**config.mk**
```make
export PLATFORM = sky130hd
export DESIGN_NAME = glmf_queue
export DESIGN_NICKNAME = d
export VERILOG_FILES = /design/src/rtl/graph_label_multiset_filter_macros.svh /design/src/rtl/glmf_pkg.sv /design/src/rtl/glmf_queue.sv
export SDC_FILE = /design/constraint.sdc
export NUM_CORES = 1
export LEC_CHECK = 0
export ABC_AREA = 0
export BUFFER_PORTS_ARGS = -buffer_cell sky130_fd_sc_hd__buf_2
export CAP_MARGIN = 10
export CORE_MARGIN = 2
export CORE_UTILIZATION = 44
export CTS_CLUSTER_SIZE = 28
export DETAILED_ROUTE_END_ITERATION = 8
export PLACE_DENSITY = 0.71
export REMOVE_ABC_BUFFERS = 1
export SETUP_SLACK_MARGIN = 0.3
export SLEW_MARGIN = 15
export SYNTH_ARGS = -nofsm -noshare
export SYNTH_HDL_FRONTEND = slang
export SYNTH_SLANG_ARGS = --single-unit
```
**constraint.sdc**
```tcl
create_clock -name clk_i -period 1.5 [get_ports clk_i]
set_clock_uncertainty 0.15 [all_clocks]
set_input_delay 0.075 -clock clk_i [delete_from_list [all_inputs] [get_ports clk_i]]
set_output_delay 0.075 -clock clk_i [all_outputs]
set_load 0.02 [all_outputs]
```
**src/rtl/graph_label_multiset_filter_macros.svh**
```systemverilog
// assertion helpers used by glmf_back
`ifndef GRAPH_LABEL_MULTISET_FILTER_MACROS_SVH
`define GRAPH_LABEL_MULTISET_FILTER_MACROS_SVH

// property that must hold at every clock edge out of reset
`define GLMF_ASSERT(name, prop, msg) \
  name: assert property (@(posedge clk_i) disable iff (!rst_ni) (prop)) else $error(msg);

// condition that must never be seen out of reset
`define GLMF_NEVER(name, cond, msg) \
  name: assert property (@(posedge clk_i) disable iff (!rst_ni) !(cond)) else $error(msg);

`endif

```
**src/rtl/glmf_pkg.sv**
```systemverilog
package glmf_pkg;

  // default sizes
  localparam int unsigned MAX_LABELS_DEF = 64;
  localparam int unsigned LABEL_BITS_DEF = 16;
  localparam int unsigned COUNT_BITS_DEF = 12;

  // fixed field widths
  localparam int unsigned TOTAL_BITS = 12;
  localparam int unsigned NUM_TOTALS = 4;
  localparam int unsigned BOUND_BITS = 8;
  localparam logic [BOUND_BITS-1:0] BOUND_RESET = 8'd1;
  localparam int unsigned MODE_BITS = 3;

  // command queue between front and back
  localparam int unsigned QUEUE_DEPTH = 2;

  // store selects
  localparam int unsigned NUM_STORES = 4;
  localparam int unsigned STORE_SEL_BITS = 2;
  localparam logic [STORE_SEL_BITS-1:0] STORE_FIRST_VERTEX  = 2'd0;
  localparam logic [STORE_SEL_BITS-1:0] STORE_SECOND_VERTEX = 2'd1;
  localparam logic [STORE_SEL_BITS-1:0] STORE_FIRST_EDGE    = 2'd2;
  localparam logic [STORE_SEL_BITS-1:0] STORE_SECOND_EDGE   = 2'd3;

  // input item kinds
  typedef enum logic [MODE_BITS-1:0] {
    MODE_LOAD_FV = 3'd0,
    MODE_LOAD_SV = 3'd1,
    MODE_LOAD_FE = 3'd2,
    MODE_LOAD_SE = 3'd3,
    MODE_EVAL    = 3'd4
  } mode_e;

  // classified command
  typedef struct packed {
    logic                      is_eval;
    logic [STORE_SEL_BITS-1:0] store_sel;
  } cmd_t;

  // result, pass in the lowest bit
  typedef struct packed {
    logic                  overflow;
    logic [TOTAL_BITS-1:0] edge_error;
    logic [TOTAL_BITS-1:0] vertex_error;
    logic                  rejected_on_vertices;
    logic                  pass;
  } res_t;

  localparam int unsigned OUT_DATA_BITS = $bits(res_t);
  localparam int unsigned OUT_TDATA_W   = ((OUT_DATA_BITS + 7) / 8) * 8;

  // back-end sequencer
  typedef enum logic [2:0] {
    ST_IDLE,
    ST_MERGE,
    ST_VCHECK,
    ST_ECHECK,
    ST_RESULT
  } back_state_e;

endpackage

```
**src/rtl/glmf_queue.sv**
```systemverilog
module glmf_queue #(
  parameter int unsigned WIDTH = 8,
  parameter int unsigned DEPTH = glmf_pkg::QUEUE_DEPTH
) (
  input  logic             clk_i,
  input  logic             rst_ni,
  input  logic             push_i,
  input  logic [WIDTH-1:0] wdata_i,
  output logic             full_o,
  input  logic             pop_i,
  output logic             valid_o,
  output logic [WIDTH-1:0] rdata_o
);

  localparam int unsigned PW = (DEPTH > 1) ? $clog2(DEPTH) : 1;
  localparam int unsigned CW = $clog2(DEPTH + 1);

  logic [WIDTH-1:0] slot_q [DEPTH];
  logic [PW-1:0]    wr_ptr_q, wr_ptr_d, rd_ptr_q, rd_ptr_d;
  logic [CW-1:0]    cnt_q, cnt_d;
  logic             do_push, do_pop;

  assign full_o  = (cnt_q == CW'(DEPTH));
  assign valid_o = (cnt_q != '0);
  assign rdata_o = slot_q[rd_ptr_q];
  assign do_push = push_i && !full_o;
  assign do_pop  = pop_i && valid_o;

  // pointer and fill count update
  always_comb begin
    wr_ptr_d = wr_ptr_q;
    rd_ptr_d = rd_ptr_q;
    cnt_d    = cnt_q;
    if (do_push) begin
      wr_ptr_d = (wr_ptr_q == PW'(DEPTH - 1)) ? '0 : wr_ptr_q + PW'(1);
    end
    if (do_pop) begin
      rd_ptr_d = (rd_ptr_q == PW'(DEPTH - 1)) ? '0 : rd_ptr_q + PW'(1);
    end
    if (do_push && !do_pop) begin
      cnt_d = cnt_q + CW'(1);
    end else if (do_pop && !do_push) begin
      cnt_d = cnt_q - CW'(1);
    end
  end

  always_ff @(posedge clk_i or negedge rst_ni) begin
    if (!rst_ni) begin
      wr_ptr_q <= '0;
      rd_ptr_q <= '0;
      cnt_q    <= '0;
    end else begin
      wr_ptr_q <= wr_ptr_d;
      rd_ptr_q <= rd_ptr_d;
      cnt_q    <= cnt_d;
    end
  end

  // queue slots
  always_ff @(posedge clk_i) begin
    if (do_push) begin
      slot_q[wr_ptr_q] <= wdata_i;
    end
  end

endmodule

```
Yosys cells after proc, flatten, opt, wreduce, memory -nomap -nowiden
Memory sizes are Yosys's and may differ from the RTL's.
Cells that the tools add are included.

word-level totals
  register bits = 4
  RAM bits = 16
  bits of input ports = 12
  output and inout bits = 10
  word-level logic and storage cells = 24
  memories = 1

memories
  memory  depth  bits a word  rd ports  clocked after Yosys merged registers in  write ports  line              source
  slot_q  2      8            1         0                                        1            glmf_queue.sv:18  logic [WIDTH-1:0] slot_q [DEPTH];

cells by class
  add/subtract/negate cells = 4
  equality and inequality tests = 1
  multiplexer cells = 6
  reduce and logical (&&, ||, !) cells = 9

operator list
  kind                 count
  $logic_and 1x1->1    4
  $mux 1               4
  $mux 2               2
  $reduce_bool 2->1    2
  $logic_not 1->1      3
  $add 1x1->1 const B  2
  $add 2x1->2 const B  1
  $eq 2x2->1 const B   1
  $sub 2x1->2 const B  1

Longest topological paths before layout
Gate-level depths: netlist of run 1.

  depth in word-level cells = 7
  gate-level depth with buffers = 7
  mapped depth without buffers = 7

Worst setup path before layout of run 1
No wires, ideal clock.

  path kind = reg-to-reg
  from = reg cnt_q[0]
  to = mem slot_q[0][0] (enable)
  setup time = 0.370 ns
  arrival = 0.986 ns
  data required time = 0.980 ns
  slack = -0.006 ns
  stages on the path, launching flop included = 4
  buffers on the path = 0
  period minus slack after synthesis = 1.506 ns
  cells stage by stage = dfrtp_1 nand2b_1 nand2_2 nor2_1

on the way
  cells in the longest elaborated chain, start to end = 5

RTL lines
  item                          line              source
  start, declared               glmf_queue.sv:20  logic [CW-1:0] cnt_q, cnt_d;
  start signal, assigned        glmf_queue.sv:55  cnt_q <= cnt_d;
  $eq 2x2->1                    glmf_queue.sv:23  assign full_o = (cnt_q == CW'(DEPTH));
  $logic_not 1->1               glmf_queue.sv:26  assign do_push = push_i && !full_o;
  $logic_and 1x1->1             glmf_queue.sv:26
  $mux 1                        glmf_queue.sv:61  if (do_push) begin
  $mux 1 (not written as such)  glmf_queue.sv:62  slot_q[wr_ptr_q] <= wdata_i;
  end, declared                 glmf_queue.sv:18

No other way between the ends.

Worst setup path in the final report of run 1
  from = reg cnt_q[1]
  to = mem slot_q[0][3] (enable)

The elaborated chain is that of the path after synthesis.

==> flow_summary.yaml, run 1 <==
floorplanning:
  die_w_um: 46.26
  die_area_um2: 2140
  fp-row-count: 15
  core_area_um2: 1708
  die_h_um: 46.26
  start_util_pct: 46.01
  io_pins: 22
power:
  irDropWorstVdd_v: 0.001198
  power_density_nw_per_um2: 2021
  p_leak_nw: 0.6196
  fin_total_pwr_mw: 2.849
  intPower_mw: 1.909
  p_seq_share_pct: 31.1
  switchingPower_uw: 940.3
  p_comb_share_pct: 59.7
  clkPwrFrac_pct: 9.2
  swShare_pct: 33.00
setup_path:
  cp_slowest_cell: "dfrtp_1"
  crit_path_cell_trace: "buf_6 -> nand2b_4 -> nand2_4 -> buf_6 -> buf_6 -> nor2_4 -> buf_6"
  crit_fanout: 4
  critPathMaxStageDelay_ns: 0.42
  cp_data_required_time_ns: 1.38
  critPathKind: "flop to flop"
  end_kind: "flop"
  path_common_cell: "buf_6"
  arrival_ns: 1.44
  crit_path_start_kind: "flop"
run_status:
  status: "finished with violations"
  violations: "hold timing, setup timing"
sta:
  rsz0062_at_grt: "true"
  drv_slew: 0
  setup_tns_ns: -0.8832
  period_needed_ns: 1.565
  setup_ws_ns: -0.06460
  period_share_pct: 104.3
  hold_violations: 1
  max-slew-margin-rel_pct: 83.39
  setup_viol: 18
  fmax_mhz: 639.1
  holdWs_ns: -0.006192
  worst_slew_pin_slew_ns: 0.2491
logic_synthesis:
  synth_edf_count: 16
  seq_area_frac_synth_pct: 73.89
  synthTopCellsByArea: "edfxtp_1, dfrtp_1, mux2_1"
  yosysWarnings: 0
  ys_seq_elements: 20
  yosysUniqueCellTypes: 14
  synth_ff_type: "edfxtp_1"
  synth_area_per_cell_um2: 17.86
  yosysMostFrequentCell: "edfxtp_1"
  syn-instance-count: 44
  synth-async-reset-ratio_pct: 20.00
  yosys.area.top_type: "edfxtp_1"
  synth_area_um2: 785.8
  synthTopCellsByCount: "edfxtp_1, mux2_1, dfrtp_1, xnor2_1"
  netlist.area_leader.share_pct: 61.15
clock_network:
  htree_levels: 1
  clkTransAtPathRegs_ns: 0.11
  root_buffer: "clkbuf_4"
  cts.sinks: 20
  cts_tree: "yes"
  ctsHoldBuffers: 10
  clk_path_buf_depth: 2
  cts_inserted_buffers: 3
  clk_latency_ns: 0.29
finish:
  antenna_cells: 0
  nNetsFinal: 112
  finalInstanceArea_um2: 1410
  finish.utilization_pct: 82.56
  register_area_um2: 581.8
  fillCellCount: 89
  layout-drive-gt1-share_pct: 68.37
  area_delta_synth_final_pct: 79.46
  multi_input_area_um2: 292.8
global_route:
  grt_usage_pct: 15.76
  antenna_found_initial: 0
  grt_pass1_wl_um: 2235
  grt_remaining_overflow: 0
  grt_pass1_vias: 473
  grt_start_max_net_pins: 12
placement:
  place_congestion: 0.6266
  dpl-instance-area_um2: 947.2
  dp_hpwl_um: 847.3
  io_buffers: 21
routing:
  drc: 0
  ant_nets: 0
  viasPerCell: 4.333
  num_vias: 533
  drt_first_pass_iters: 3
  drt-initial-drc-count: 3
  routedWlPerCell_um: 14.98
  totalWireLength_um: 1842
job:
  drv_cap: 0
min_path:
  hp-class: "input port to flop"
[critical path: cells and delay by family (launching register included)]
kind / cells / cell delay, ns
buf+inv: 4 / 0.48
flops: 1 / 0.42
simple gates: 3 / 0.25
[per-stage QoR]
stage / cells / hold WS (ns) / setup WS [ns]
floorplan: 43 / -0.3706 / -0.006336
global placement: 93 / -0.2615 / -0.01941
detailed placement: 93 / -0.2666 / -0.04704
CTS: 118 / -0.01107 / -0.02517
global route: 123 / -0.008420 / -0.1103
finish: 123 / -0.006192 / -0.06460
[sequential cells by signal, summed over array words and instances (netlist names)]
register and count:
wr_ptr_q 1, rd_ptr_q 1, slot_q 16, cnt_q 2
[layout make-up]
class	instances	area share, %
flip-flops and latches	20	41.26
repair buffers	51	33.36
multi-input cells	21	20.76
well taps	25	2.218
clock buffers	4	1.863
inverters	2	0.5324
[placed cells by master (no fill, tap or decap)]
cell type       n
clkbuf_1        1
xor2_2          1
nand2_4         2
ha_4            1
buf_4           6
dlygate4sd3_1  10
nor2_4          1
edfxtp_1       16
nor2_2          1
buf_6          24
dfrtp_2         1
or2_4           1
buf_2          11
dfrtp_1         3
xor2_1          1
inv_2           2
xnor2_2         3
nand2b_4        1
clkbuf_4        3
mux2_4          8
and3_4          1
[power groups by stage]
stage / clock network (mW) / logic, mW / registers, mW
2_1_floorplan: 0 / 0.498 / 0.869
3_3_place_gp: 0 / 0.726 / 0.892
3_5_place_dp: 0 / 0.734 / 0.900
4_1_cts: 0.258 / 1.42 / 0.864
5_1_grt: 0.290 / 1.79 / 0.893
6_report: 0.261 / 1.70 / 0.887
[timing repair]
item,CTS,global route
pin swaps,8,7
endpoints found under the setup margin,28,30
setup buffers,11,5
resized for setup,47,12
hold endpoints to repair,21,1
[path summary, 6_finish.rpt]
path	startpoint	end	slack, ns	depth (start not counted)
setup / recovery	cnt_q[1]$_DFFE_PN0P_	slot_q[0][3]$_DFFE_PP_	-0.06	7
hold / removal	pop_i	rd_ptr_q$_DFFE_PN0P_	-0.006	4
setup reg to reg	cnt_q[1]$_DFFE_PN0P_	slot_q[0][3]$_DFFE_PP_	-0.06	7
hold reg to reg	wr_ptr_q$_DFFE_PN0N_	wr_ptr_q$_DFFE_PN0N_	0.46	1
max in group asynchronous	rst_ni	rd_ptr_q$_DFFE_PN0P_	0.46	3
min in group asynchronous	rst_ni	wr_ptr_q$_DFFE_PN0N_	0.55	3
[logic make-up after synthesis]
family                   after synthesis  share of synthesized area (%)
buffers and inverters                  3                          1.592
adder cells (fa/ha/maj)                1                          1.592
flip-flops                            20                          73.89
AND/OR/NAND/NOR                        7                          5.894
multiplexers                           8                          11.47
XOR/XNOR                               5                          5.574
[metal layers]
metal	track usage (%)	wire length [um]	part of all wire, %
met5	0	0	0
met4	5.143	10	0.54
met3	3.529	45	2.4
met2	26.11	1070	58
met1	20.41	716	39
Power figures use the tool's default switching activity.
==> run 2: changes to the inputs <==
--- a/config.mk
+++ b/config.mk
@@ -5,14 +5,14 @@
 export SDC_FILE = /design/constraint.sdc
 export NUM_CORES = 1
 export LEC_CHECK = 0
-export ABC_AREA = 0
+export ABC_AREA = 1
 export BUFFER_PORTS_ARGS = -buffer_cell sky130_fd_sc_hd__buf_2
 export CAP_MARGIN = 10
 export CORE_MARGIN = 2
 export CORE_UTILIZATION = 44
 export CTS_CLUSTER_SIZE = 28
 export DETAILED_ROUTE_END_ITERATION = 8
-export PLACE_DENSITY = 0.71
+export PLACE_DENSITY = 0.7
 export REMOVE_ABC_BUFFERS = 1
 export SETUP_SLACK_MARGIN = 0.3
 export SLEW_MARGIN = 15
==> run 2 against run 1 <==
Against the previous run:
- largest power group unchanged
- clock power increased by 69%
- flip-flop and latch count unchanged
- sequential power decreased by 0.6%
- die area increased by 5.5%
- critical endpoint is now cnt_q[1]$_DFFE_PN0P_
- the flow finishes with violations (hold timing)
- synthesized area increased by 6.1%
- largest cell class unchanged
==> flow_summary.yaml, run 2 <==
clock_network:
  cts.sinks: 20
  cts_tree: "yes"
  clk_latency_ns: 0.29
  htree_levels: 1
  clk_path_buf_depth: 2
  clkTransAtPathRegs_ns: 0.11
  cts_inserted_buffers: 3
  ctsHoldBuffers: 11
  root_buffer: "clkbuf_4"
setup_path:
  cp_data_required_time_ns: 1.54
  crit_path_cell_trace: "inv_2 -> buf_6 -> nor2_4 -> nor2_4 -> ha_4 -> inv_4 -> nand4_1 -> nand2_1"
  end_kind: "flop"
  path_common_cell: "nor2_4"
  critPathKind: "flop to flop"
  crit_path_start_kind: "flop"
  cp.buffers_inverters: 3
  arrival_ns: 1.51
  critPathTopFamily: "flip-flops"
  crit_fanout: 3
  cp_slowest_cell: "dfrtp_1"
  critPathMaxStageDelay_ns: 0.37
floorplanning:
  core_area_um2: 1745
  die_w_um: 47.52
  fp-row-count: 15
  die_h_um: 47.52
  start_util_pct: 47.74
  die_area_um2: 2258
  io_pins: 22
global_route:
  grt_remaining_overflow: 0
  grt_usage_pct: 17.88
  antenna_found_initial: 0
  grt_pass1_wl_um: 2670
  grt_pass1_vias: 650
  grt_start_max_net_pins: 13
logic_synthesis:
  synth_area_per_cell_um2: 11.42
  seq_area_frac_synth_pct: 69.67
  synth_edf_count: 16
  synth_area_um2: 833.3
  synth-async-reset-ratio_pct: 20.00
  yosysMostFrequentCell: "nand2_1"
  syn-instance-count: 73
  synthTopCellsByCount: "nand2_1, edfxtp_1, inv_1, dfrtp_1, nand2_2"
  yosysWarnings: 0
  yosys.area.top_type: "edfxtp_1"
  netlist.area_leader.share_pct: 57.66
  synthTopCellsByArea: "edfxtp_1, nand2_1, dfrtp_1"
  synth_ff_type: "edfxtp_1"
  ys_seq_elements: 20
  yosysUniqueCellTypes: 15
routing:
  drt_first_pass_iters: 3
  viasPerCell: 4.476
  num_vias: 658
  totalWireLength_um: 1926
  drc: 0
  drt-initial-drc-count: 6
  ant_nets: 0
  routedWlPerCell_um: 13.10
sta:
  period_share_pct: 98.06
  worst_slew_pin_slew_ns: 0.2108
  period_needed_ns: 1.471
  setup_viol: 0
  fmax_mhz: 679.8
  max-slew-margin-rel_pct: 85.90
  drv_slew: 0
  holdWs_ns: -0.02854
  rsz0062_at_grt: "true"
  hold_violations: 1
power:
  power_density_nw_per_um2: 2078
  p_leak_nw: 0.6400
  irDropWorstVdd_v: 0.001873
  fin_total_pwr_mw: 2.974
run_status:
  violations: "hold timing"
  status: "finished with violations"
placement:
  dp_hpwl_um: 1010
  dpl-instance-area_um2: 984.7
  io_buffers: 21
  place_congestion: 0.6909
finish:
  top_register: "slot_q"
  area_delta_synth_final_pct: 71.77
  layout_common_cells: "nand2_2, edfxtp_1, buf_6"
  final_common_cell: "nand2_2"
  fillCellCount: 91
  finalInstanceArea_um2: 1431
  layout-drive-gt1-share_pct: 58.68
  finish.utilization_pct: 82.01
  nNetsFinal: 135
  reg_top3: "slot_q (16), cnt_q (2)"
  largest_reg_flops: 16
job:
  drv_cap: 0
min_path:
  hp-class: "input port to flop"
==> run 2: cell count changes in the layout (fill, tap and decap cells not counted), moves of 8 or more <==
cell | previous run | this run
nand2_1 | 0 | 13
buf_6 | 24 | 14
mux2_4 | 8 | 0
nand2_2 | 0 | 17
==> run 2: kinds of logic after synthesis <==
family	count (synthesis)	synth area share, %
buf+inv	9	6.006
compound gates	1	0.6000
simple gates	41	21.17
flops	20	69.67
xor+xnor	1	1.051
fa+ha+maj	1	1.501
==> run 2: cell type report <==
cell class              count  area (um2)  share of cell area (%)
clock buffers               3       22.52                   1.573
multi-input cells          44       300.3                   20.98
repair buffers             44       420.4                   29.37
flip-flops and latches     20       581.8                   40.65
diodes                      1       2.502                  0.1748
well taps                  25       31.28                   2.185
inverters                   8       37.54                   2.622
repair inverters            1       5.005                  0.3497
clock inverters             1       30.03                   2.098
==> run 2: worst reg2reg max path: stages, from the launching register on <==
cell	delay (ns)
dfrtp_1	0.37
inv_2	0.05
buf_6	0.12
nor2_4	0.13
nor2_4	0.06
ha_4	0.28
inv_4	0.03
nand4_1	0.09
nand2_1	0.08
==> run 2: timing repair <==
item,4_1_cts,5_1_grt
gates cloned,0,1
hold endpoints to repair,21,1
resized for setup,31,29
pin swaps,10,6
endpoints found under the setup margin,28,29
setup buffers,7,2
==> run 2: worst paths after layout <==
kind                                      startpoint                   end  slack (ns)  cells after the start
worst max register to register  cnt_q[1]$_DFFE_PN0P_  cnt_q[1]$_DFFE_PN0P_        0.03                      8
max in group asynchronous                     rst_ni  rd_ptr_q$_DFFE_PN0P_        0.49                      3
worst min-delay path                          push_i  wr_ptr_q$_DFFE_PN0N_       -0.03                      4
worst min register to register  wr_ptr_q$_DFFE_PN0N_  wr_ptr_q$_DFFE_PN0N_        0.35                      2
min in group asynchronous                     rst_ni  rd_ptr_q$_DFFE_PN0P_        0.52                      3
worst max-delay path            cnt_q[1]$_DFFE_PN0P_  cnt_q[1]$_DFFE_PN0P_        0.03                      8
==> run 2: routing by layer <==
metal | track usage, % | routed length [um] | share of wire (%)
met4 | 6.667 | 0 | 0
met2 | 31.89 | 1074 | 56
met1 | 21.27 | 799 | 41
met3 | 3.396 | 52 | 2.7
met5 | 0 | 0 | 0
==> run 2: report_power, final <==
| part | total, mW | internal, mW | switching, mW |
|---|---|---|---|
| Combinational | 1.65 | 0.818 | 0.832 |
| Sequential | 0.882 | 0.776 | 0.107 |
| Clock | 0.441 | 0.270 | 0.171 |
==> run 2: per-stage QoR <==
| stage | setup slack, ns | instances | TNS, ns |
|---|---|---|---|
| after floorplan | -0.06192 | 72 | -0.06192 |
| after global placement | -0.03201 | 121 | -0.2786 |
| after detailed placement | -0.08725 | 121 | -0.7421 |
| after CTS | 0.05847 | 143 | 0 |
| after global routing | -0.01489 | 146 | -0.04193 |
| final | 0.02903 | 147 | 0 |
==> run 3: changes to the inputs <==
--- a/config.mk
+++ b/config.mk
@@ -8,11 +8,14 @@
 export ABC_AREA = 1
 export BUFFER_PORTS_ARGS = -buffer_cell sky130_fd_sc_hd__buf_2
 export CAP_MARGIN = 10
+export CELL_PAD_IN_SITES_DETAIL_PLACEMENT = 0
+export CELL_PAD_IN_SITES_GLOBAL_PLACEMENT = 1
+export CORE_ASPECT_RATIO = 0.6
 export CORE_MARGIN = 2
-export CORE_UTILIZATION = 44
+export CORE_UTILIZATION = 35
 export CTS_CLUSTER_SIZE = 28
 export DETAILED_ROUTE_END_ITERATION = 8
-export PLACE_DENSITY = 0.7
+export PLACE_DENSITY = 0.72
 export REMOVE_ABC_BUFFERS = 1
 export SETUP_SLACK_MARGIN = 0.3
 export SLEW_MARGIN = 15
==> run 3 against run 2 <==
Against the previous run:
- the run now ends clean
- power shrank 5.8%
- wire length grew 1.5%
- worst hold slack gained 0.095 ns
==> flow_summary.yaml, run 3 (synthesis results as in run 2) <==
min_path:
  holdPathStages: 4
  min-delay-start: "push_i"
  whs_endpoint: "wr_ptr_q$_DFFE_PN0N_"
  hp-class: "input port to flop"
placement:
  place_inst: 127
  place_congestion: 0.7539
  io_buffers: 21
  dp_hpwl_um: 1154
clock_network:
  cts_inserted_buffers: 3
  clk_latency_ns: 0.25
  clk_path_buf_depth: 2
  cts_tree: "yes"
  htree_levels: 1
  cts.sinks: 20
  root_buffer: "clkbuf_8"
  clkTransAtPathRegs_ns: 0.06
sta:
  drv_slew: 0
  fmax_mhz: 689.6
  setup_viol: 0
  setup_tns_ns: 0
  holdWs_ns: 0.06691
  period_share_pct: 96.68
  period_needed_ns: 1.450
  hold_violations: 0
  max-slew-margin-rel_pct: 78.58
  worst_slew_pin_slew_ns: 0.3179
  rsz0062_at_grt: "true"
finish:
  fin_cells: 153
  reg_top3: "slot_q (16), cnt_q (2)"
  largest_reg_flops: 16
  antenna_cells: 0
  top_register: "slot_q"
  layout_common_cells: "nand2_1, edfxtp_1, buf_6"
  fillCellCount: 177
  multi_input_area_um2: 267.8
  area_delta_synth_final_pct: 67.87
  finish.utilization_pct: 63.24
  final_common_cell: "nand2_1"
  register_area_um2: 581.8
  nNetsFinal: 137
  layout-drive-gt1-share_pct: 52.85
floorplanning:
  io_pins: 22
  start_util_pct: 37.67
  die_w_um: 66.99
  fp-row-count: 13
  die_h_um: 41.80
  core_area_um2: 2212
  die_area_um2: 2800
routing:
  routedWlPerCell_um: 12.78
  met2WireLength_um: 921
  totalWireLength_um: 1955
  wl_met1_um: 932
  drt-initial-drc-count: 2
  num_vias: 626
  viasPerCell: 4.092
  wl_met3_um: 100
  highest_layer: "met3"
  drc: 0
  ant_nets: 0
  drt_first_pass_iters: 2
setup_path:
  r2r-start: "cnt_q[1]$_DFFE_PN0P_"
  critPathKind: "flop to flop"
  reg2reg_to: "cnt_q[1]$_DFFE_PN0P_"
  arrival_ns: 1.44
  reg2reg_setup_slack_ns: 0.05
  r2r_cells: 8
  end_kind: "flop"
  cp_data_required_time_ns: 1.49
  crit_path_start_kind: "flop"
  crit_fanout: 3
job:
  drv_cap: 0
run_status:
  status: "complete, no violations"
power:
  fin_total_pwr_mw: 2.802
  irDropWorstVdd_v: 0.0008924
  p_leak_nw: 0.6266
  power_density_nw_per_um2: 2003
global_route:
  grt_pass1_wl_um: 2960
  antenna_found_initial: 0
  grt_pass1_vias: 650
  grt_start_max_net_pins: 12
  grt_remaining_overflow: 0
  grt_usage_pct: 15.09
==> run 3: what timing repair did <==
item                                   in CTS  in global routing
resized for setup                          41                  8
setup buffers                               9                  1
setup endpoints to repair                  28                 29
pin swaps                                  12                 10
endpoints found under the hold margin      21                  0
cloned                                      1                  0
hold buffers                               11                  0
==> run 3: worst max path at each step <==
stage | startpoint | to | slack, ns | cells past startpoint
after global routing | cnt_q[1]$_DFFE_PN0P_ | cnt_q[1]$_DFFE_PN0P_ | -0.02 | 9
final | cnt_q[1]$_DFFE_PN0P_ | cnt_q[1]$_DFFE_PN0P_ | 0.05 | 8
after CTS | cnt_q[1]$_DFFE_PN0P_ | cnt_q[1]$_DFFE_PN0P_ | 0.05 | 9
after detailed placement | cnt_q[1]$_DFFE_PN0P_ | slot_q[1][0]$_DFFE_PP_ | -0.10 | 3
after floorplan | cnt_q[0]$_DFFE_PN0P_ | cnt_q[1]$_DFFE_PN0P_ | -0.06 | 7
after global placement | cnt_q[0]$_DFFE_PN0P_ | cnt_q[1]$_DFFE_PN0P_ | -0.09 | 8
==> run 3: cell type report <==
| cell class | count | area share (%) |
|---|---|---|
| clock buffer | 3 | 2.952 |
| clock inverter | 1 | 0.2683 |
| inverter | 8 | 2.326 |
| multi-input combinational | 44 | 19.14 |
| sequential | 20 | 41.59 |
| tap | 30 | 2.683 |
| timing repair buffer | 46 | 30.50 |
| timing repair inverter | 1 | 0.5367 |
==> run 3: layer usage <==
metal / vias up / track usage [%]
met3: 0 / 6.233
met5: - / 0
li1: 338 / -
met4: 0 / 1.224
met1: 272 / 19.89
met2: 16 / 24.40
==> run 3: where the power goes <==
group          total (mW)  leakage, nW  switching [mW]  internal, mW
combinational        1.59        0.408           0.794         0.798
sequential          0.871        0.196          0.0944         0.776
clock               0.339       0.0231           0.157         0.182
total                2.80        0.627            1.05          1.76
==> run 3: critical path, stage by stage (launching register included) <==
cell and delay, ns:
dfrtp_1 0.36, inv_2 0.05, buf_6 0.12, nor2_4 0.14, nor2_4 0.06, ha_4 0.27, inv_2 0.04, nand4_1 0.08
nand2_1 0.07
==> run 3: metrics by stage <==
stage	cell area [um2]	setup slack (ns)
after floorplan	813.3	-0.06192
after global placement	998.5	-0.09462
after detailed placement	998.5	-0.1036
after CTS	1366	0.05000
after global routing	1399	-0.02141
final	1399	0.04980
